===== src/hw/rtl/spq_pkg.sv =====
// Package: shared types and constants of the sorted priority queue.
`timescale 1ns / 1ps
package spq_pkg;

  localparam int PAYLOAD_BITS = 32;
  localparam int LEVEL_BITS   = 8;
  localparam int REQ_BITS     = 2;
  localparam int STATUS_BITS  = 2;
  localparam int COUNT_BITS   = 8;

  localparam int IN_DATA_BITS  = PAYLOAD_BITS + LEVEL_BITS;
  localparam int OUT_DATA_BITS = PAYLOAD_BITS + LEVEL_BITS + COUNT_BITS;

  localparam logic [REQ_BITS-1:0] REQ_INSERT = 2'd0;
  localparam logic [REQ_BITS-1:0] REQ_REMOVE = 2'd1;
  localparam logic [REQ_BITS-1:0] REQ_PEEK   = 2'd2;

  localparam logic [STATUS_BITS-1:0] ST_OK    = 2'd0;
  localparam logic [STATUS_BITS-1:0] ST_FULL  = 2'd1;
  localparam logic [STATUS_BITS-1:0] ST_EMPTY = 2'd2;

  typedef struct packed {
    logic [PAYLOAD_BITS-1:0] payload;
    logic [LEVEL_BITS-1:0]   level;
  } spq_entry_t;

  // broadcast to every cell
  typedef struct packed {
    logic       ins;
    logic       rem;
    spq_entry_t ent;
  } spq_cmd_t;

endpackage


===== src/hw/rtl/spq_cell.sv =====
// One storage cell of the sorted chain: holds an entry, shifts left or right.
`timescale 1ns / 1ps
module spq_cell (
  input  logic               clk,
  input  spq_pkg::spq_cmd_t  cmd,
  input  logic               live,
  input  logic               left_stay,
  input  spq_pkg::spq_entry_t left_ent,
  input  spq_pkg::spq_entry_t right_ent,
  output spq_pkg::spq_entry_t ent,
  output logic               stay
);
  import spq_pkg::*;

  spq_entry_t ent_r;
  spq_entry_t ent_nxt;

  // entry keeps its slot on insert: live and not above the new level
  assign stay = live && (ent_r.level <= cmd.ent.level);
  assign ent  = ent_r;

  always_comb begin
    ent_nxt = ent_r;
    if (cmd.ins) begin
      if (!stay) begin
        ent_nxt = left_stay ? cmd.ent : left_ent;
      end
    end else if (cmd.rem) begin
      ent_nxt = right_ent;
    end
  end

  always_ff @(posedge clk) begin
    ent_r <= ent_nxt;
  end

endmodule


===== config.mk =====
export PLATFORM = sky130hd
export DESIGN_NAME = spq_cell
export DESIGN_NICKNAME = d
export VERILOG_FILES = /design/src/hw/rtl/spq_pkg.sv /design/src/hw/rtl/spq_cell.sv
export SDC_FILE = /design/constraint.sdc
export NUM_CORES = 1
export LEC_CHECK = 0
export BUFFER_PORTS_ARGS = -buffer_cell sky130_fd_sc_hd__buf_2
export CAP_MARGIN = 10
export CORE_MARGIN = 3
export CORE_UTILIZATION = 35
export DETAILED_ROUTE_END_ITERATION = 6
export PLACE_DENSITY_LB_ADDON = 0.08
export SETUP_SLACK_MARGIN = 0.1
export SYNTH_ARGS = -nofsm -noshare
export SYNTH_HDL_FRONTEND = slang
export SYNTH_SLANG_ARGS = --single-unit

===== constraint.sdc =====
create_clock -name clk -period 3.31 [get_ports clk]
set_input_delay 0.331 -clock clk [delete_from_list [all_inputs] [get_ports clk]]
set_output_delay 0.331 -clock clk [all_outputs]
set_load 0.05 [all_outputs]

* Word level (Yosys, flattened, before mapping)
Index checks and enable logic that the tools add are counted.
** Operators by class
- Order comparisons :: 1
- Multiplexer cells :: 4
- Reduce and logical (&&, ||, !) cells :: 3
- Eq/ne operators :: 1
** Operators with widths (number)
- $mux 40 :: 4
- $le 8x8->1 :: 1
- $ne 2x2->1 const B :: 1
- $reduce_and 2->1 :: 1
- $reduce_bool 2->1 :: 1
- $logic_and 1x1->1 :: 1
** Storage, ports and cells
- Logic and storage cells :: 11
- Flip-flop bits (word level) :: 40
- Bits of input ports :: 125
- Output and inout port bits :: 41

* Logic depth before layout (Yosys ltp)
Gate-level depths: netlist of run 1.
- Depth after elaboration :: 4
- Gate-level depth with buffers :: 6
- Depth with buffers taken out :: 6

* Least setup slack after synthesis of run 1
Ideal clock, no wire load.
- Path kind :: flip-flop to output port
- From :: register ent_r (netlist bit ent[1])
- To :: output port stay
- Path buffers :: 0
- Slack :: 0.547 ns
- Stages on the path, launching flop included :: 6
- Arrival :: 2.432 ns
- Required time :: 2.979 ns
- Path through :: edfxtp_1 -> ha_1 -> nor2b_1 -> o211ai_1 -> a21oi_1 -> o21ai_0
** Between the ends
- Word-level cells in the longest chain between the ends :: 2
** Ends and longest elaborated chain
- from (decl) :: RTL line spq_cell.sv:15 : spq_entry_t ent_r;
- from (signal assigned) :: RTL line spq_cell.sv:34 : ent_r <= ent_nxt;
- $le 8x8->1 :: RTL line spq_cell.sv:19 : assign stay = live && (ent_r.level <= cmd.ent.level);
- $logic_and 1x1->1 :: RTL line spq_cell.sv:19
- to (decl) :: RTL line spq_cell.sv:11 : output logic stay
Every way passes these cells.

* Worst setup path after layout of run 1
Same ends and word-level chain as after synthesis.

==> reports/qor.txt, run 1 <==
Status: finished, final reports clean
Ports: 166
Share of cells above drive strength 1: 47.6%
Worst Tran Pin Value: 0.630 ns
Hold wc startpoint: right_ent[11]
CP max-delay cell: edfxtp_1
Int Pwr: 0.000916 W
Leakage: 1.59 nW
WL final: 6.02 mm
Worst skew pair latency: 0.28 ns
Setup WS pre-CTS: 1.14 ns
Clk network pwr share: 21.3%
Worst Slack Setup Final: 1.14 ns
Worst path cell trace: ha_1 -> nor2b_1 -> o211ai_1 -> a21oi_1 -> o21ai_0 -> buf_2
Clock Skew: 0.00620 ns
# hold bufs at CTS: 0
VDD IR max: 0.000208 V
Setup bufs post-CTS: 0
Die height: 87.3 um
Core ar.: 6170 um2
Req. time, crit path: 2.98 ns
Sequential Power Share: 45.3%
Crit path buf inv count: 1
Die width: 87.3 um
PortBufs: 165
Initial Util: 37.5%
RSZ-0062 raised after global routing: false
Synth async-reset ratio: 0%
Worst Hold End: ent[11]$_DFFE_PP_
Final worst path period share: 65.6%
Worst reg2reg startpoint: ent[1]$_DFFE_PP_
Synth area leaders: edfxtp_1, mux2i_1, a21oi_1
Final net count: 501
Drt wl/cell: 13.6 um
Worst-path clk slew: 0.08 ns
First-pass GRT wire length: 8.84 mm
Mapped Nets: 340
Switch share: 35.3%
Synth-to-layout area growth: 38.3%
R2r setup slk: 1.22 ns
Commonest cells in the netlist: a21oi_1, nor2_1, edfxtp_1, mux2i_1
Post-synth top flop: edfxtp_1
Pwr Density: 443 nW/um2
Max Cap Violations: 0
Post-synthesis sequential area ratio: 51.9%
Worst slew margin: 58.0%
Root Driver: clkbuf_8
Drt first pass iters: 4
Total Routing Usage GR: 15.0%
Delay-heaviest family, CP: compound AO/OA/AOI/OAI gates
Net Switching: 0.000500 W
Worst Setup End Kind: primary output
Worst hold slack: 0.366 ns
Post-synth top area share: 51.9%
Multi-input gate area: 948 um2
Max FFs per register: 40
Longest Clk Path Bufs: 2
CTS tree: done
Vias: 2,039
DRC: 0
Netlist Area Pre-Place: 2310 um2
Die Area: 7620 um2
R2r endpoint: ent[35]$_DFFE_PP_
Fin crit period: 2.17 ns
Final hold violations: 0
Final setup viols: 0
Max H-tree Level: 2
Final ANT Viol Nets: 0
Vias per cell: 4.60
Worst path max stage delay: 0.39 ns
Hpwl dp: 4.71 mm
Post-synthesis cell type count: 18
Vias in the first global route: 1,916
Startpoint types: flip-flop
Post-CTS Resized: 0
R2R depth: 6
Post-synth EDFFs: 40
Dpl cell area: 3120 um2
Finished layout cell area: 3200 um2
Pin count of the biggest net entering global routing: 71
Combinational share of power: 33.4%
Hold WC Path Type: primary input to flip-flop
Antenna violations before repair: 0
Slew Limit Fails: 0
Yosys top cell by area: edfxtp_1
Critical path arrival: 1.84 ns
Number of synthesis warnings: 0
Worst Hold Path Cells: 3
GPL Wtd Cong: 0.704
Most instantiated library cell after synthesis: a21oi_1
Syn Inst Count: 207
WS Path Type: flip-flop to primary output
Rows: 28
FMAX: 0.460 GHz
Syn avg cell area: 11.2 um2
Drt initial violations: 38
FF/Latch Area: 1200 um2
# diodes: 0
Yosys reg bits: 40
TNS Setup: 0 ns
Sink Count: 40
GRT overflow: 0
Total chip power: 0.00142 W
Fill count: 608
CTS Buf Count: 5
Worst-path fanout max: 2
==> power by group through the flow <==
| stage | clock, W | combinational, W | sequential [W] |
|---|---|---|---|
| detailed placement | 0 | 0.000478 | 0.000654 |
| floorplan | 0 | 0.000142 | 0.000845 |
| global placement | 0 | 0.000476 | 0.000652 |
| CTS | 0.000314 | 0.000479 | 0.000643 |
| finish | 0.000302 | 0.000472 | 0.000642 |
| global route | 0.000335 | 0.000510 | 0.000648 |
==> metal layers <==
| metal | share of wire, % | up-vias | GRT usage [%] |
|---|---|---|---|
| met2 | 51 | 89 | 26.8 |
| met4 | 0.80 | 0 | 4.18 |
| li1 | - | 1073 | - |
| met1 | 38 | 873 | 16.9 |
| met3 | 9.7 | 4 | 4.73 |
| met5 | 0 | - | 0 |
==> per-stage QoR <==
step                std cells  utilization, %
floorplan                 207               -
global placement          436            50.6
detailed placement        436            50.6
CTS                       443            51.9
global route              443            51.9
finish                    443            51.9
==> kinds of logic (layout without fill, tap and decap cells) <==
logic type               Yosys count  count (layout)  share of synthesized area [%]
AO/OA/AOI/OAI                     50              50                           11.4
adder cells (fa/ha/maj)            8               8                           4.33
buffers and inverters             22             183                           7.14
flip-flops                        40              40                           51.9
multiplexers                      40              40                           17.3
AND/OR/NAND/NOR                   47              47                           7.95
==> cells in the final DEF (no fill, tap or decap), drive strengths merged <==
cell type	Yosys	final
o211ai	2	2
clkinv	0	1
ha	8	8
nand2	2	2
mux2i	40	40
clkbuf	1	6
o21a	1	1
o21ai	1	1
edfxtp	40	40
nor2	42	42
buf	13	168
nand4	2	2
o2111ai	1	1
a31oi	1	1
a21oi	44	44
inv	8	8
nor2b	1	1
==> area by class of cell <==
cell class,instances,share of cell area (%)
Tap cell,75,2.93
Clock buffer,6,2.27
Multi-Input combinational cell,145,29.6
Clock inverter,1,0.156
Inverter,8,0.939
Timing Repair Buffer,168,26.5
Sequential cell,40,37.5
==> tightest hold or removal path, stage by stage <==
cell and delay, ns:
buf_2 0.07, nor2_1 0.03, a21oi_1 0.10
==> worst max path at each step <==
stage                                  end  depth (start not counted)        startpoint  slack, ns
final                                 stay                          6  ent[1]$_DFFE_PP_       1.14
after global routing                  stay                          6  ent[1]$_DFFE_PP_       1.05
after CTS                             stay                          6  ent[1]$_DFFE_PP_       1.13
after detailed placement  ent[8]$_DFFE_PP_                          8            cmd[7]       1.14
after global placement    ent[8]$_DFFE_PP_                          8            cmd[7]       1.18
after floorplan                       stay                          5  ent[1]$_DFFE_PP_       0.55
Note: power is estimated with default switching activity, not from simulation.
==> inputs of run 2 (changes only) <==
--- a/config.mk
+++ b/config.mk
@@ -5,6 +5,7 @@
 export SDC_FILE = /design/constraint.sdc
 export NUM_CORES = 1
 export LEC_CHECK = 0
+export ABC_AREA = 1
 export BUFFER_PORTS_ARGS = -buffer_cell sky130_fd_sc_hd__buf_2
 export CAP_MARGIN = 10
 export CORE_MARGIN = 3
==> constraint.sdc (replaced) <==
create_clock -name clk -period 2.02 [get_ports clk]
set_input_delay 0.202 -clock clk [delete_from_list [all_inputs] [get_ports clk]]
set_output_delay 0.202 -clock clk [all_outputs]
set_load 0.05 [all_outputs]
==> run 2 against run 1 <==
Against the previous run: sequential power is 64% higher; critical path type unchanged; sequential share of layout area is 1.4 points lower; synthesized cell count increased by 25%; highest routed layer unchanged; critical endpoint unchanged.
==> reports/qor.txt, run 2 <==
Fin crit period: 1.86 ns
GPL Wtd Cong: 0.795 (was 0.704)
CTS Buf Count: 5 (unchanged)
# hold bufs at CTS: 0 (unchanged)
Worst path most repeated cell: nand2_1
Root Driver: clkbuf_8 (unchanged)
Core ar.: 6100 um2 (was 6170 um2)
Synth Area in XOR/XNOR: 0% (unchanged)
Pwr Density: 708 nW/um2 (was 443 nW/um2)
Synth async-reset ratio: 0% (unchanged)
Vias: 2,408 (was 2,039)
Net Switching: 0.000848 W (was 0.000500 W)
Mapped Nets: 392 (was 340)
Longest Clk Path Bufs: 2 (unchanged)
Post-synth top flop: edfxtp_1 (unchanged)
Setup bufs post-CTS: 0 (unchanged)
Largest family of logic cells by synthesized area: compound AO/OA/AOI/OAI gates (was multiplexers)
Most instantiated library cell after synthesis: nand2_1 (was a21oi_1)
Worst-path clk slew: 0.07 ns (was 0.08 ns)
Max FFs per register: 40 (unchanged)
Post-synthesis sequential area ratio: 53.1% (was 51.9%)
Max Cap Violations: 0 (unchanged)
Worst path max stage delay: 0.40 ns (was 0.39 ns)
Worst skew pair latency: 0.28 ns (about the same)
Yosys top cell by area: edfxtp_1 (unchanged)
Req. time, crit path: 1.82 ns (was 2.98 ns)
PortBufs: 165 (unchanged)
Final setup viols: 0 (unchanged)
Final ANT Viol Nets: 0 (unchanged)
Worst Tran Pin Value: 0.722 ns (was 0.630 ns)
Vias in the first global route: 2,314 (was 1,916)
Worst path cell trace: ha_1 -> nand2_1 -> inv_2 -> nand2_1 -> nand2_1 -> nand2_1 -> nand2_1 -> nand2_1 -> nand2_2 -> inv_1 -> buf_6 (was ha_1 -> nor2b_1 -> o211ai_1 -> a21oi_1 -> o21ai_0 -> buf_2)
# diodes: 0 (unchanged)
Post-synthesis cell type count: 16 (was 18)
Drt initial violations: 118 (was 38)
Total chip power: 0.00235 W (was 0.00142 W)
Fin cells: 498 (was 443)
Finished layout cell area: 3330 um2 (was 3200 um2)
TNS Setup: 0 ns (unchanged)
Die width: 86.4 um (was 87.3 um)
RSZ-0062 raised after global routing: true (was false)
Pin count of the biggest net entering global routing: 41 (was 71)
Hpwl dp: 5.16 mm (was 4.71 mm)
Commonest non-fill, non-tap cell in the layout: buf_2 (unchanged)
Syn avg cell area: 8.73 um2 (was 11.2 um2)
Initial Util: 37.1% (was 37.5%)
Total Routing Usage GR: 17.5% (was 15.0%)
Antenna violations before repair: 0 (unchanged)
Clock Skew: 0.00255 ns (was 0.00620 ns)
R2r setup slk: 0.21 ns (was 1.22 ns)
Leakage: 1.59 nW (about the same)
Final hold violations: 0 (unchanged)
Switch share: 36.0% (was 35.3%)
WS Path Type: flip-flop to primary output (unchanged)
Dpl cells: 487 (was 436)
Sink Count: 40 (unchanged)
Vias per cell: 4.84 (was 4.60)
Synth-to-layout area growth: 47.0% (was 38.3%)
WL final: 6.96 mm (was 6.02 mm)
Hold WC Path Type: primary input to flip-flop (unchanged)
Max H-tree Level: 2 (unchanged)
CTS tree: done (unchanged)
Commonest cells in the netlist: nand2_1, nor2_1, edfxtp_1, o21ai_0, o21ai_1 (was a21oi_1, nor2_1, edfxtp_1, mux2i_1)
Die height: 86.4 um (was 87.3 um)
Worst hold slack: 0.201 ns (was 0.366 ns)
Share of cells above drive strength 1: 45.4% (was 47.6%)
GRT overflow: 0 (unchanged)
VDD IR max: 0.000340 V (was 0.000208 V)
Combinational share of power: 34.6% (was 33.4%)
Post-synthesis mux area share: 0% (was 17.3%)
Yosys reg bits: 40 (unchanged)
FMAX: 0.537 GHz
DRC: 0 (unchanged)
Compound-Gate Fraction of Synth Area: 18.5% (was 11.4%)
Simple-gate portion of the synthesized area: 16.5% (was 7.95%)
Ports: 166 (unchanged)
Sequential Power Share: 44.8% (was 45.3%)
Dpl cell area: 3110 um2 (was 3120 um2)
Worst slew margin: 51.8% (was 58.0%)
Final net count: 556 (was 501)
Adder-Cell Fraction of Synth Area: 4.42% (was 4.33%)
Rows: 28 (unchanged)
Clk network pwr share: 20.6% (was 21.3%)
Int Pwr: 0.00151 W (was 0.000916 W)
Drt wl/cell: 14.0 um (was 13.6 um)
Most frequent cells in the layout: buf_2, nand2_1, nor2_1 (was buf_2, a21oi_1, nor2_1, mux2i_1, edfxtp_1)
Post-synth top area share: 53.1% (was 51.9%)
Slew Limit Fails: 0 (unchanged)
Final worst path period share: 92.2%
Netlist Area Pre-Place: 2260 um2 (was 2310 um2)
Worst-path fanout max: 2 (unchanged)
First-pass GRT wire length: 10.3 mm (was 8.84 mm)
CP max-delay cell: edfxtp_1 (unchanged)
Critical path arrival: 1.66 ns (was 1.84 ns)
Post-synth EDFFs: 40 (unchanged)
Status: finished, final reports clean (unchanged)
Synth area leaders: edfxtp_1, nand2_1, o21ai_0 (was edfxtp_1, mux2i_1, a21oi_1)
Startpoint types: flip-flop (unchanged)
Worst Setup End Kind: primary output (unchanged)
Die Area: 7460 um2 (was 7620 um2)
Fill count: 607 (was 608)
Syn Inst Count: 259 (was 207)
Number of synthesis warnings: 0 (unchanged)
Drt first pass iters: 4 (unchanged)
[run 2: changes by cell type after synthesis, sizes merged, moves of 2 or more]
| cell | change |
|---|---|
| o211ai | -2 |
| a21oi | -42 |
| inv | +6 |
| mux2i | -40 |
| nand2 | +52 |
| buf | +2 |
| o21ai | +79 |
[run 2: power groups by stage]
stage | Sequential [W] | Combinational (W) | Clock, W
detailed placement | 0.00107 | 0.000772 | 0
finish | 0.00105 | 0.000815 | 0.000486
floorplan | 0.00137 | 0.000221 | 0
CTS | 0.00105 | 0.000776 | 0.000505
global route | 0.00106 | 0.000882 | 0.000540
global placement | 0.00106 | 0.000764 | 0
[run 2: through the flow]
stage          worst slack [ns]  utilization, %
4_1_cts                   0.116            52.4
3_3_place_gp              0.193            51.1
6_report                  0.158            54.6
5_1_grt                  0.0758            54.6
2_1_floorplan            0.0234               -
3_5_place_dp              0.153            51.1
[run 2: cells by family after synthesis]
| logic type | count (synthesis) |
|---|---|
| AND/OR/NAND/NOR | 98 |
| AO/OA/AOI/OAI | 83 |
| flip-flops | 40 |
| buffers and inverters | 30 |
| adder cells (fa/ha/maj) | 8 |
[run 2: worst paths after layout]
check                        start                end  cells after the start
hold / removal       right_ent[31]  ent[31]$_DFFE_PP_                      3
setup reg to reg  ent[3]$_DFFE_PP_  ent[15]$_DFFE_PP_                     11
setup / recovery  ent[2]$_DFFE_PP_               stay                     11
hold reg to reg   ent[7]$_DFFE_PP_  ent[11]$_DFFE_PP_                      8
[run 2: what timing repair did]
| item | 4_1_cts | 5_1_grt |
|---|---|---|
| resized for setup | 1 | 13 |
| cloned | 0 | 4 |
| pin swaps | 0 | 7 |
| setup endpoints to repair | 1 | 41 |
[run 2: final cells by class]
type	instances	area (um2)	share of cell area (%)
Sequential cell	40	1200	36.1
Multi-Input combinational cell	193	1040	31.2
Timing Repair Buffer	169	862	25.9
Tap cell	75	93.8	2.82
Clock buffer	6	72.6	2.18
Inverter	14	52.6	1.58
Clock inverter	1	5.00	0.150
[run 2: critical path, delay by kind of cell (launching register included)]
family,cells,cell delay (ns)
adders and majority gates,1,0.29
buffers and inverters,3,0.27
DFF,1,0.40
and+or+nand+nor,7,0.40
[run 2: metal layers]
layer  vias to the layer above  part of all wire (%)  routed length, um  track usage, %
met5                         -                     0                  0               0
met4                         0                  0.79                 55            4.39
met3                         5                   7.9                547            3.80
met2                        92                    53               3690            33.1
met1                      1098                    38               2670            19.9
li1                       1213                     -                  -               -
